`config.mk`:
```
export PLATFORM = sky130hd
export DESIGN_NAME = md5_stream_hash
export DESIGN_NICKNAME = d
export VERILOG_FILES = /design/src/rtl/md5sh_pkg.sv /design/src/rtl/md5sh_front.sv /design/src/rtl/md5sh_core.sv /design/src/rtl/md5_stream_hash.sv
export SDC_FILE = /design/constraint.sdc
export NUM_CORES = 2
export LEC_CHECK = 0
export BUFFER_PORTS_ARGS = -buffer_cell sky130_fd_sc_hd__buf_2
export CORE_MARGIN = 2
export CORE_UTILIZATION = 60
export DETAILED_ROUTE_END_ITERATION = 10
export PLACE_DENSITY = 0.76
export SLEW_MARGIN = 20
export SYNTH_ARGS = -nofsm -noshare
export SYNTH_HDL_FRONTEND = slang
export SYNTH_HIERARCHICAL = 1
export SYNTH_SLANG_ARGS = --single-unit
```
`constraint.sdc`:
```
create_clock -name clk -period 14.8 [get_ports clk]
set_input_delay 2.22 -clock clk [delete_from_list [all_inputs] [get_ports clk]]
set_output_delay 2.22 -clock clk [all_outputs]
set_load 0.01 [all_outputs]
```
`src/rtl/md5sh_pkg.sv`:
```
`default_nettype none

package md5sh_pkg;

  // Depth of the request queue between the front and the back.
  localparam int QUEUE_DEPTH = 4;

  // MD5 initial chaining value.
  localparam logic [31:0] IV_A = 32'h67452301;
  localparam logic [31:0] IV_B = 32'hefcdab89;
  localparam logic [31:0] IV_C = 32'h98badcfe;
  localparam logic [31:0] IV_D = 32'h10325476;

  // First padding byte after the message.
  localparam logic [7:0] PAD_BYTE = 8'h80;

  // Request kinds, with the codes seen on the input port.
  typedef enum logic [1:0] {
    REQ_ABSORB = 2'd0,
    REQ_DIGEST = 2'd1,
    REQ_CLEAR  = 2'd2
  } req_kind_t;

  // One classified request as it travels from the front to the back.
  typedef struct packed {
    req_kind_t   kind;
    logic [7:0]  data;
  } req_t;

  // Back end sequencer states.
  typedef enum logic [1:0] {
    ST_IDLE,
    ST_RUN,
    ST_ADD
  } core_state_t;

  // How the message words of the current block are formed.
  typedef enum logic [1:0] {
    MODE_PLAIN,   // full block straight from the buffer
    MODE_FIRST,   // padded block without length, another block follows
    MODE_SINGLE,  // padded block that carries the length
    MODE_SECOND   // all-zero block that carries the length
  } blk_mode_t;

  // Additive round constants.
  localparam logic [31:0] ROUND_K [64] = '{
    32'hd76aa478, 32'he8c7b756, 32'h242070db, 32'hc1bdceee,
    32'hf57c0faf, 32'h4787c62a, 32'ha8304613, 32'hfd469501,
    32'h698098d8, 32'h8b44f7af, 32'hffff5bb1, 32'h895cd7be,
    32'h6b901122, 32'hfd987193, 32'ha679438e, 32'h49b40821,
    32'hf61e2562, 32'hc040b340, 32'h265e5a51, 32'he9b6c7aa,
    32'hd62f105d, 32'h02441453, 32'hd8a1e681, 32'he7d3fbc8,
    32'h21e1cde6, 32'hc33707d6, 32'hf4d50d87, 32'h455a14ed,
    32'ha9e3e905, 32'hfcefa3f8, 32'h676f02d9, 32'h8d2a4c8a,
    32'hfffa3942, 32'h8771f681, 32'h6d9d6122, 32'hfde5380c,
    32'ha4beea44, 32'h4bdecfa9, 32'hf6bb4b60, 32'hbebfbc70,
    32'h289b7ec6, 32'heaa127fa, 32'hd4ef3085, 32'h04881d05,
    32'hd9d4d039, 32'he6db99e5, 32'h1fa27cf8, 32'hc4ac5665,
    32'hf4292244, 32'h432aff97, 32'hab9423a7, 32'hfc93a039,
    32'h655b59c3, 32'h8f0ccc92, 32'hffeff47d, 32'h85845dd1,
    32'h6fa87e4f, 32'hfe2ce6e0, 32'ha3014314, 32'h4e0811a1,
    32'hf7537e82, 32'hbd3af235, 32'h2ad7d2bb, 32'heb86d391
  };

  // Rotate amounts, indexed by round group and round number modulo four.
  localparam logic [4:0] ROT_AMT [16] = '{
    5'd7, 5'd12, 5'd17, 5'd22,
    5'd5, 5'd9,  5'd14, 5'd20,
    5'd4, 5'd11, 5'd16, 5'd23,
    5'd6, 5'd10, 5'd15, 5'd21
  };

  // Message word used by a round.
  function automatic logic [3:0] msg_index(input logic [5:0] rnd);
    logic [3:0] j;
    logic [3:0] g;
    j = rnd[3:0];
    unique case (rnd[5:4])
      2'd0:    g = j;
      2'd1:    g = 4'((j << 2) + j + 4'd1);
      2'd2:    g = 4'((j << 1) + j + 4'd5);
      default: g = 4'((j << 3) - j);
    endcase
    return g;
  endfunction

  // Rotate amount of a round.
  function automatic logic [4:0] rot_amount(input logic [5:0] rnd);
    return ROT_AMT[{rnd[5:4], rnd[1:0]}];
  endfunction

  // Round function of the four groups.
  function automatic logic [31:0] round_f(input logic [1:0] grp, input logic [31:0] b,
                                          input logic [31:0] c, input logic [31:0] d);
    logic [31:0] f;
    unique case (grp)
      2'd0:    f = (b & c) | (~b & d);
      2'd1:    f = (b & d) | (c & ~d);
      2'd2:    f = b ^ c ^ d;
      default: f = c ^ (b | ~d);
    endcase
    return f;
  endfunction

  // Left rotate of a 32-bit word.
  function automatic logic [31:0] rotl32(input logic [31:0] x, input logic [4:0] s);
    logic [63:0] t;
    t = {x, x} << s;
    return t[63:32];
  endfunction

endpackage

`default_nettype wire

```
`src/rtl/md5sh_front.sv`:
```
`default_nettype none

module md5sh_front #(
  parameter int DEPTH = md5sh_pkg::QUEUE_DEPTH
) (
  input  wire                 clk,
  input  wire                 rst_n,
  input  wire                 push,
  output logic                full,
  input  wire  [1:0]          in_req_type,
  input  wire  [7:0]          in_data_byte,
  output logic                req_valid,
  output md5sh_pkg::req_t     req,
  input  wire                 req_take
);

  localparam int PW = (DEPTH > 1) ? $clog2(DEPTH) : 1;
  localparam int CW = $clog2(DEPTH + 1);

  md5sh_pkg::req_t q_r [DEPTH];
  logic [PW-1:0]   head_r;
  logic [PW-1:0]   tail_r;
  logic [CW-1:0]   count_r;
  logic            keep;
  md5sh_pkg::req_t cls;
  logic            wr_en;
  logic            rd_en;

  // Classify the incoming beat; the unused request code is dropped here.
  always_comb begin
    keep     = 1'b1;
    cls.data = in_data_byte;
    cls.kind = md5sh_pkg::REQ_ABSORB;
    unique case (in_req_type)
      md5sh_pkg::REQ_ABSORB: cls.kind = md5sh_pkg::REQ_ABSORB;
      md5sh_pkg::REQ_DIGEST: cls.kind = md5sh_pkg::REQ_DIGEST;
      md5sh_pkg::REQ_CLEAR:  cls.kind = md5sh_pkg::REQ_CLEAR;
      default:               keep = 1'b0;
    endcase
  end

  assign full      = (count_r == CW'(DEPTH));
  assign req_valid = (count_r != '0);
  assign req       = q_r[head_r];
  assign wr_en     = push && !full && keep;
  assign rd_en     = req_take && req_valid;

  // Queue storage.
  always_ff @(posedge clk) begin
    if (wr_en) begin
      q_r[tail_r] <= cls;
    end
  end

  // Queue pointers and fill count.
  always_ff @(posedge clk) begin
    if (!rst_n) begin
      head_r  <= '0;
      tail_r  <= '0;
      count_r <= '0;
    end else begin
      if (wr_en) begin
        tail_r <= (tail_r == PW'(DEPTH - 1)) ? '0 : PW'(tail_r + 1'b1);
      end
      if (rd_en) begin
        head_r <= (head_r == PW'(DEPTH - 1)) ? '0 : PW'(head_r + 1'b1);
      end
      if (wr_en && !rd_en) begin
        count_r <= CW'(count_r + 1'b1);
      end else if (!wr_en && rd_en) begin
        count_r <= CW'(count_r - 1'b1);
      end
    end
  end

endmodule

`default_nettype wire

```
`src/rtl/md5sh_core.sv`:
```
`default_nettype none

module md5sh_core (
  input  wire              clk,
  input  wire              rst_n,
  input  wire              req_valid,
  input  md5sh_pkg::req_t  req,
  output logic             req_take,
  output logic             empty,
  input  wire              pop,
  output logic [31:0]      out_digest_word,
  output logic [1:0]       out_word_index,
  output logic             out_last_word
);

  // The round counter leads the rounds by RUN_LEAD to cover the buffer read pipeline.
  localparam logic [6:0] RUN_LAST = 7'd65;
  localparam logic [6:0] RUN_LEAD = 7'd2;

  md5sh_pkg::core_state_t st_r, st_nxt;
  md5sh_pkg::blk_mode_t   mode_r, mode_nxt;
  logic [6:0]             cnt_r, cnt_nxt;

  logic [31:0] cv_r   [4];
  logic [31:0] base_r [4];
  logic [31:0] wv_r   [4];
  logic [31:0] sum    [4];
  logic [60:0] byte_cnt_r;
  logic [5:0]  pos;

  logic [7:0]  buf_mem [4][16];
  logic [31:0] rd_word_r;
  logic [3:0]  s2_g_r;
  logic [5:0]  s2_idx_r;
  logic [31:0] km_r;
  logic [31:0] pad_word;
  logic [3:0]  rd_addr;

  logic [31:0] out_words_r [4];
  logic [1:0]  out_idx_r;
  logic        out_pend_r;
  logic        out_pop;

  logic        absorb_we;
  logic        start_cv;
  logic        clear_st;
  logic        fin_plain;
  logic        fin_first;
  logic        fin_out;
  logic        round_en;
  logic [5:0]  rnd;
  logic [31:0] new_b;

  assign pos = byte_cnt_r[5:0];
  assign rnd = 6'(cnt_r - RUN_LEAD);

  // Sequencer: takes requests in idle, runs 64 rounds, then folds in the sum.
  always_comb begin
    st_nxt    = st_r;
    mode_nxt  = mode_r;
    cnt_nxt   = cnt_r;
    req_take  = 1'b0;
    absorb_we = 1'b0;
    start_cv  = 1'b0;
    clear_st  = 1'b0;
    fin_plain = 1'b0;
    fin_first = 1'b0;
    fin_out   = 1'b0;
    round_en  = 1'b0;
    unique case (st_r)
      md5sh_pkg::ST_IDLE: begin
        if (req_valid) begin
          unique case (req.kind)
            md5sh_pkg::REQ_ABSORB: begin
              req_take  = 1'b1;
              absorb_we = 1'b1;
              if (pos == 6'd63) begin
                start_cv = 1'b1;
                mode_nxt = md5sh_pkg::MODE_PLAIN;
                cnt_nxt  = '0;
                st_nxt   = md5sh_pkg::ST_RUN;
              end
            end
            md5sh_pkg::REQ_DIGEST: begin
              if (!out_pend_r) begin
                req_take = 1'b1;
                start_cv = 1'b1;
                mode_nxt = (pos[5:3] == 3'b111) ? md5sh_pkg::MODE_FIRST
                                                : md5sh_pkg::MODE_SINGLE;
                cnt_nxt  = '0;
                st_nxt   = md5sh_pkg::ST_RUN;
              end
            end
            md5sh_pkg::REQ_CLEAR: begin
              req_take = 1'b1;
              clear_st = 1'b1;
            end
            default: ;
          endcase
        end
      end
      md5sh_pkg::ST_RUN: begin
        round_en = (cnt_r >= RUN_LEAD);
        cnt_nxt  = 7'(cnt_r + 1'b1);
        if (cnt_r == RUN_LAST) begin
          st_nxt = md5sh_pkg::ST_ADD;
        end
      end
      md5sh_pkg::ST_ADD: begin
        unique case (mode_r)
          md5sh_pkg::MODE_PLAIN: begin
            fin_plain = 1'b1;
            st_nxt    = md5sh_pkg::ST_IDLE;
          end
          md5sh_pkg::MODE_FIRST: begin
            fin_first = 1'b1;
            mode_nxt  = md5sh_pkg::MODE_SECOND;
            cnt_nxt   = '0;
            st_nxt    = md5sh_pkg::ST_RUN;
          end
          default: begin
            fin_out = 1'b1;
            st_nxt  = md5sh_pkg::ST_IDLE;
          end
        endcase
      end
      default: st_nxt = md5sh_pkg::ST_IDLE;
    endcase
  end

  always_ff @(posedge clk) begin
    if (!rst_n) begin
      st_r   <= md5sh_pkg::ST_IDLE;
      mode_r <= md5sh_pkg::MODE_PLAIN;
      cnt_r  <= '0;
    end else begin
      st_r   <= st_nxt;
      mode_r <= mode_nxt;
      cnt_r  <= cnt_nxt;
    end
  end

  // Block buffer: one byte written per absorb, one word read per cycle.
  assign rd_addr = md5sh_pkg::msg_index(cnt_r[5:0]);

  always_ff @(posedge clk) begin
    if (absorb_we) begin
      buf_mem[pos[1:0]][pos[5:2]] <= req.data;
    end
    rd_word_r <= {buf_mem[3][rd_addr], buf_mem[2][rd_addr],
                  buf_mem[1][rd_addr], buf_mem[0][rd_addr]};
    s2_g_r    <= rd_addr;
    s2_idx_r  <= cnt_r[5:0];
  end

  // Padding: bytes past the fill level become the marker and zeros, and the
  // last two words of the final block carry the bit length.
  always_comb begin
    pad_word = rd_word_r;
    if (mode_r == md5sh_pkg::MODE_FIRST || mode_r == md5sh_pkg::MODE_SINGLE) begin
      for (int l = 0; l < 4; l++) begin
        if ({s2_g_r, 2'(l)} == pos) begin
          pad_word[8*l +: 8] = md5sh_pkg::PAD_BYTE;
        end else if ({s2_g_r, 2'(l)} > pos) begin
          pad_word[8*l +: 8] = '0;
        end
      end
    end else if (mode_r == md5sh_pkg::MODE_SECOND) begin
      pad_word = '0;
    end
    if (mode_r == md5sh_pkg::MODE_SINGLE || mode_r == md5sh_pkg::MODE_SECOND) begin
      if (s2_g_r == 4'd14) begin
        pad_word = {byte_cnt_r[28:0], 3'b000};
      end else if (s2_g_r == 4'd15) begin
        pad_word = byte_cnt_r[60:29];
      end
    end
  end

  always_ff @(posedge clk) begin
    km_r <= md5sh_pkg::ROUND_K[s2_idx_r] + pad_word;
  end

  // One MD5 round per cycle.
  assign new_b = wv_r[1] + md5sh_pkg::rotl32(
                   wv_r[0] + md5sh_pkg::round_f(rnd[5:4], wv_r[1], wv_r[2], wv_r[3]) + km_r,
                   md5sh_pkg::rot_amount(rnd));

  always_comb begin
    for (int k = 0; k < 4; k++) begin
      sum[k] = base_r[k] + wv_r[k];
    end
  end

  // Working variables and the base of the current compression.
  always_ff @(posedge clk) begin
    if (start_cv) begin
      base_r <= cv_r;
      wv_r   <= cv_r;
    end else if (fin_first) begin
      base_r <= sum;
      wv_r   <= sum;
    end else if (round_en) begin
      wv_r[0] <= wv_r[3];
      wv_r[1] <= new_b;
      wv_r[2] <= wv_r[1];
      wv_r[3] <= wv_r[2];
    end
    if (fin_out) begin
      out_words_r <= sum;
    end
  end

  // Running chaining value and byte count.
  always_ff @(posedge clk) begin
    if (!rst_n || clear_st) begin
      cv_r[0]    <= md5sh_pkg::IV_A;
      cv_r[1]    <= md5sh_pkg::IV_B;
      cv_r[2]    <= md5sh_pkg::IV_C;
      cv_r[3]    <= md5sh_pkg::IV_D;
      byte_cnt_r <= '0;
    end else begin
      if (absorb_we) begin
        byte_cnt_r <= 61'(byte_cnt_r + 1'b1);
      end
      if (fin_plain) begin
        cv_r <= sum;
      end
    end
  end

  // Result buffer drains the four digest words one beat at a time.
  assign empty           = !out_pend_r;
  assign out_pop         = pop && out_pend_r;
  assign out_digest_word = out_words_r[out_idx_r];
  assign out_word_index  = out_idx_r;
  assign out_last_word   = (out_idx_r == 2'd3);

  always_ff @(posedge clk) begin
    if (!rst_n) begin
      out_pend_r <= 1'b0;
      out_idx_r  <= '0;
    end else if (fin_out) begin
      out_pend_r <= 1'b1;
      out_idx_r  <= '0;
    end else if (out_pop) begin
      if (out_idx_r == 2'd3) begin
        out_pend_r <= 1'b0;
      end
      out_idx_r <= 2'(out_idx_r + 1'b1);
    end
  end

  // A digest only starts once the previous one has been fully read out.
  a_digest_needs_room: assert property (@(posedge clk) disable iff (!rst_n)
    (req_take && req.kind == md5sh_pkg::REQ_DIGEST) |-> !out_pend_r)
    else $error("digest started while results still pending");

  // The last round counter value always leads to the final add.
  a_run_ends: assert property (@(posedge clk) disable iff (!rst_n)
    (st_r == md5sh_pkg::ST_RUN && cnt_r == RUN_LAST) |=> st_r == md5sh_pkg::ST_ADD)
    else $error("compression did not end after the last round");

  // The byte count, which sets the padding, holds during a compression.
  a_count_holds: assert property (@(posedge clk) disable iff (!rst_n)
    (st_r == md5sh_pkg::ST_RUN) |=> $stable(byte_cnt_r))
    else $error("byte count moved during compression");

  // The word index only moves on a pop.
  a_index_holds: assert property (@(posedge clk) disable iff (!rst_n)
    (out_pend_r && !pop) |=> $stable(out_idx_r))
    else $error("digest word index moved without a pop");

endmodule

`default_nettype wire

```
`src/rtl/md5_stream_hash.sv`:
```
// MD5 digest over a byte stream.
// Requests enter through a queue port: a beat is taken when push is high and
// full is low. in_req_type selects absorb (append in_data_byte), digest (read
// the digest of the message so far) or clear (restart); code 3 is dropped.
// Digest words leave through a queue port: while empty is low the oldest word
// is on out_digest_word with out_word_index and out_last_word, and pop takes it.
// A digest request gives four beats, words A to D, and leaves the running
// hash untouched.
// A small request queue sits in front of the hashing engine, so requests keep
// being taken while the engine works or while digest words wait to be popped.
// The engine takes one absorbed byte per cycle while it is idle; the 64th byte of a
// block keeps it busy through the buffer read lead, 64 rounds at one round per
// cycle in the single round unit, and the final add.
// With an idle queue and engine, the first digest word shows after one compression
// of the padded block, or after two when the padding spills into a second block.
// A new digest waits in the engine until all four words of the previous one
// have been popped; meanwhile the request queue fills and full rises.
// Synchronous reset clears the queue and result buffer and loads the initial
// vector with a zero bit count; the block buffer needs no clearing.
`default_nettype none

module md5_stream_hash #(
  parameter int QUEUE_DEPTH = md5sh_pkg::QUEUE_DEPTH
) (
  input  wire         clk,
  input  wire         rst_n,
  input  wire         push,
  output logic        full,
  input  wire  [1:0]  in_req_type,
  input  wire  [7:0]  in_data_byte,
  output logic        empty,
  input  wire         pop,
  output logic [31:0] out_digest_word,
  output logic [1:0]  out_word_index,
  output logic        out_last_word
);

  logic            req_valid;
  md5sh_pkg::req_t req;
  logic            req_take;

  md5sh_front #(
    .DEPTH (QUEUE_DEPTH)
  ) u_front (
    .clk          (clk),
    .rst_n        (rst_n),
    .push         (push),
    .full         (full),
    .in_req_type  (in_req_type),
    .in_data_byte (in_data_byte),
    .req_valid    (req_valid),
    .req          (req),
    .req_take     (req_take)
  );

  md5sh_core u_core (
    .clk             (clk),
    .rst_n           (rst_n),
    .req_valid       (req_valid),
    .req             (req),
    .req_take        (req_take),
    .empty           (empty),
    .pop             (pop),
    .out_digest_word (out_digest_word),
    .out_word_index  (out_word_index),
    .out_last_word   (out_last_word)
  );

endmodule

`default_nettype wire
```
==> metrics.txt <==
Layout Skew 0.0997 ns; reg2reg start u_core/cnt_r[3]; FP Rows 122; asr flop ratio synth 0%; final hold vios 0; Avg Cell Area, Syn 11.0 sq um; nets 6321; Data arrival, critical path 11.20 ns; Total GRT Usage 33.9%; post-DP HPWL 130000 um; Crit Path Max Fanout 86; Worst setup EP type flop; routability cong. 0.991; H-tree levels 3; vias in the first global route 47200; Post-synth EDFFs 936; Worst path top cell family by delay compound AO/OA/AOI/OAI gates; Crit. Startpoint u_core/cnt_r[3]; post-synthesis cell type count 101; Worst-Margin Slew 1.23 ns; Cells after Synth 6071; PortBufs 50; ys flop type edfxtp_1; CTS tree done; Seq cells post-synth 1222; Clock Sinks 1222; post-layout min period 10.72 ns; die width 337 um; clk root buf clkbuf_16; Finished Layout Cells 7599; number of DRC markers in iteration 0 6269; register area share after synthesis 50.7%; Pre-antenna DRT Iters 8; Congestion Overflow GR 0; CTS Buffer Depth 3; drt drc 0; mapped cell area 66700 sq um; global-route wire length before repair 292000 um; fillcell total 8136; Critical path buffers and inverters 4; # hold bufs at CTS 0; post-route ant nets 0; Initial Util 60.3%; f_max 93.3 MHz; syn nets 6390; # setup viols final 0; via/cell ratio 6.66; post-CTS sizing 0; area delta synth->final 8.78%; clock transition at the registers of the reported paths 0.06 ns; CP peak stage delay 0.70 ns; CORE AREA 111000 sq um; Critical Path RT 15.28 ns; Post-DP Area 68400 sq um; status finished clean; period utilization 72.4%; CTS buffer count 120; Placed Instances 7368; Hold Crit Start u_core/cnt_r[2]; io pins 51; RSZ-0062 raised after global routing false; DIE AREA 114000 sq um; maximum number of pins on one net before global-route repair 150; TNS Setup 0 ns; Chip Height 337 um; max-cap violations 0; vias 50600; Hold Crit Class reg2reg; crit path launch type flop; post-route cell area 72500 sq um; pins over their slew limit 0; Post-CTS Setup Inserts 0; WL per Instance 25.7 um; initial antenna violation count 7; Synth Warn # 6; Skew-Pair Late Insertion Delay 0.77 ns; final wirelength 195000 um; crit path kind reg2reg; share of cells above drive strength 1 10.7%; crit path max-delay cell type buf_4; Slew Limit Headroom 17.1%
-- cell type report --
class	count	area, sq um	share of cell area (%)
inverter	186	703	0.969
antenna	2	5.00	0.00690
timing repair buffer	128	848	1.17
sequential	1222	33800	46.7
clock inverter	78	947	1.31
multi-input combinational	4344	31100	42.9
clock buffer	151	3220	4.44
tap	1488	1860	2.57
-- worst reg2reg max path, delay by kind of cell (launching register included) --
family,cells,cell delay [ns]
flip-flops,1,0.50
buffers and inverters,4,0.98
adder cells (fa/ha/maj),6,2.01
AND/OR/NAND/NOR,3,0.40
multiplexers,3,0.91
XOR/XNOR,3,1.00
AO/OA/AOI/OAI,19,4.74
-- path summary, 6_finish.rpt --
check                             to  slack, ns  depth (start not counted)
hold reg to reg   u_core/s2_idx_r[2]       0.42                          0
setup / recovery     u_core/wv_r[92]       4.08                         38
setup reg to reg     u_core/wv_r[92]       4.08                         38
hold / removal    u_core/s2_idx_r[2]       0.42                          0
-- layer usage --
| layer | global-route usage [%] | wire length (um) | up-vias |
|---|---|---|---|
| li1 | - | - | 22400 |
| met1 | 48.1 | 78800 | 24700 |
| met2 | 52.3 | 88300 | 2943 |
| met3 | 5.63 | 19600 | 481 |
| met4 | 13.5 | 8290 | 4 |
| met5 | 0 | 33 | - |
-- registers in the layout, summed over array words and instances, names as in the netlist, 7 cells and up, named ones only --
register,cells
u_core/base_r,128
u_core/buf_mem,512
u_core/byte_cnt_r,61
u_core/cnt_r,7
u_core/cv_r,128
u_core/km_r,32
u_core/out_words_r,128
u_core/rd_word_r,32
u_core/wv_r,128
u_front/q_r,40
-- cells by family (layout without fill, tap and decap cells) --
kind of cell | Yosys count | after routing | synth area share (%)
AO/OA/AOI/OAI | 1492 | 1492 | 14.2
other | 0 | 2 | 0
AND/OR/NAND/NOR | 1858 | 1858 | 12.5
buffers and inverters | 505 | 543 | 2.92
flip-flops | 1222 | 1222 | 50.7
XOR/XNOR | 292 | 292 | 3.89
adder cells (fa/ha/maj) | 305 | 305 | 6.17
multiplexers | 397 | 397 | 9.55
-- cell usage after synthesis (17+ instances only) --
| cell | n | area (sq um) |
|---|---|---|
| o21a_1 | 34 | 255 |
| mux2_2 | 71 | 800 |
| buf_1 | 45 | 169 |
| xnor2_1 | 179 | 1570 |
| a22oi_1 | 56 | 420 |
| clkbuf_1 | 239 | 897 |
| mux4_2 | 184 | 4140 |
| ha_1 | 265 | 3320 |
| o21ai_1 | 18 | 90.1 |
| o31ai_1 | 24 | 180 |
| xor2_1 | 110 | 963 |
| o21ai_0 | 392 | 1960 |
| a221o_1 | 42 | 420 |
| o211ai_1 | 89 | 668 |
| nand2_1 | 884 | 3320 |
| and3_1 | 61 | 382 |
| a21oi_1 | 405 | 2030 |
| a21o_1 | 108 | 811 |
| nor3_1 | 81 | 405 |
| and2_1 | 89 | 557 |
| a31oi_1 | 71 | 444 |
| dfxtp_1 | 286 | 5730 |
| edfxtp_1 | 936 | 28100 |
| a211oi_1 | 42 | 315 |
| or3_1 | 54 | 338 |
| inv_1 | 181 | 679 |
| o21bai_1 | 29 | 218 |
| buf_2 | 33 | 165 |
| a311oi_1 | 20 | 175 |
| nand3_1 | 120 | 601 |
| mux2i_1 | 141 | 1410 |
| fa_1 | 40 | 801 |
| nor2_1 | 385 | 1450 |
| and4_1 | 17 | 149 |
| nand2b_1 | 37 | 231 |
| nor2b_1 | 45 | 282 |
| nand4_1 | 21 | 131 |
-- cell usage in the layout (no fill, tap or decap), drive strengths merged, types with 29 or more instances in the layout --
cell type / n
mux2i: 141
and3: 61
clkinv: 57
edfxtp: 936
fa: 40
xor2: 110
a211oi: 43
inv: 187
nor2b: 45
a21o: 108
buf: 128
a22oi: 56
o211ai: 89
o21bai: 29
xnor2: 181
dfxtp: 286
a31oi: 71
mux4: 184
nand2: 885
nor2: 388
or3: 54
a221o: 42
ha: 265
and2: 90
a21oi: 405
o21ai: 410
mux2: 72
o21a: 34
nand2b: 37
clkbuf: 151
nand3: 121
nor3: 82
-- through the flow --
stage | utilization, % | hold WS (ns) | setup WS, ns
finish | 65.6 | 0.419 | 4.08
global placement | 61.8 | 0.397 | 4.41
detailed placement | 61.8 | 0.405 | 4.16
global route | 65.6 | 0.430 | 3.33
floorplan | - | 0.326 | 3.85
CTS | 65.6 | 0.417 | 4.18
Power is not shown: default switching activity piles up to over one toggle a cycle in this logic, so the estimate is an artifact.
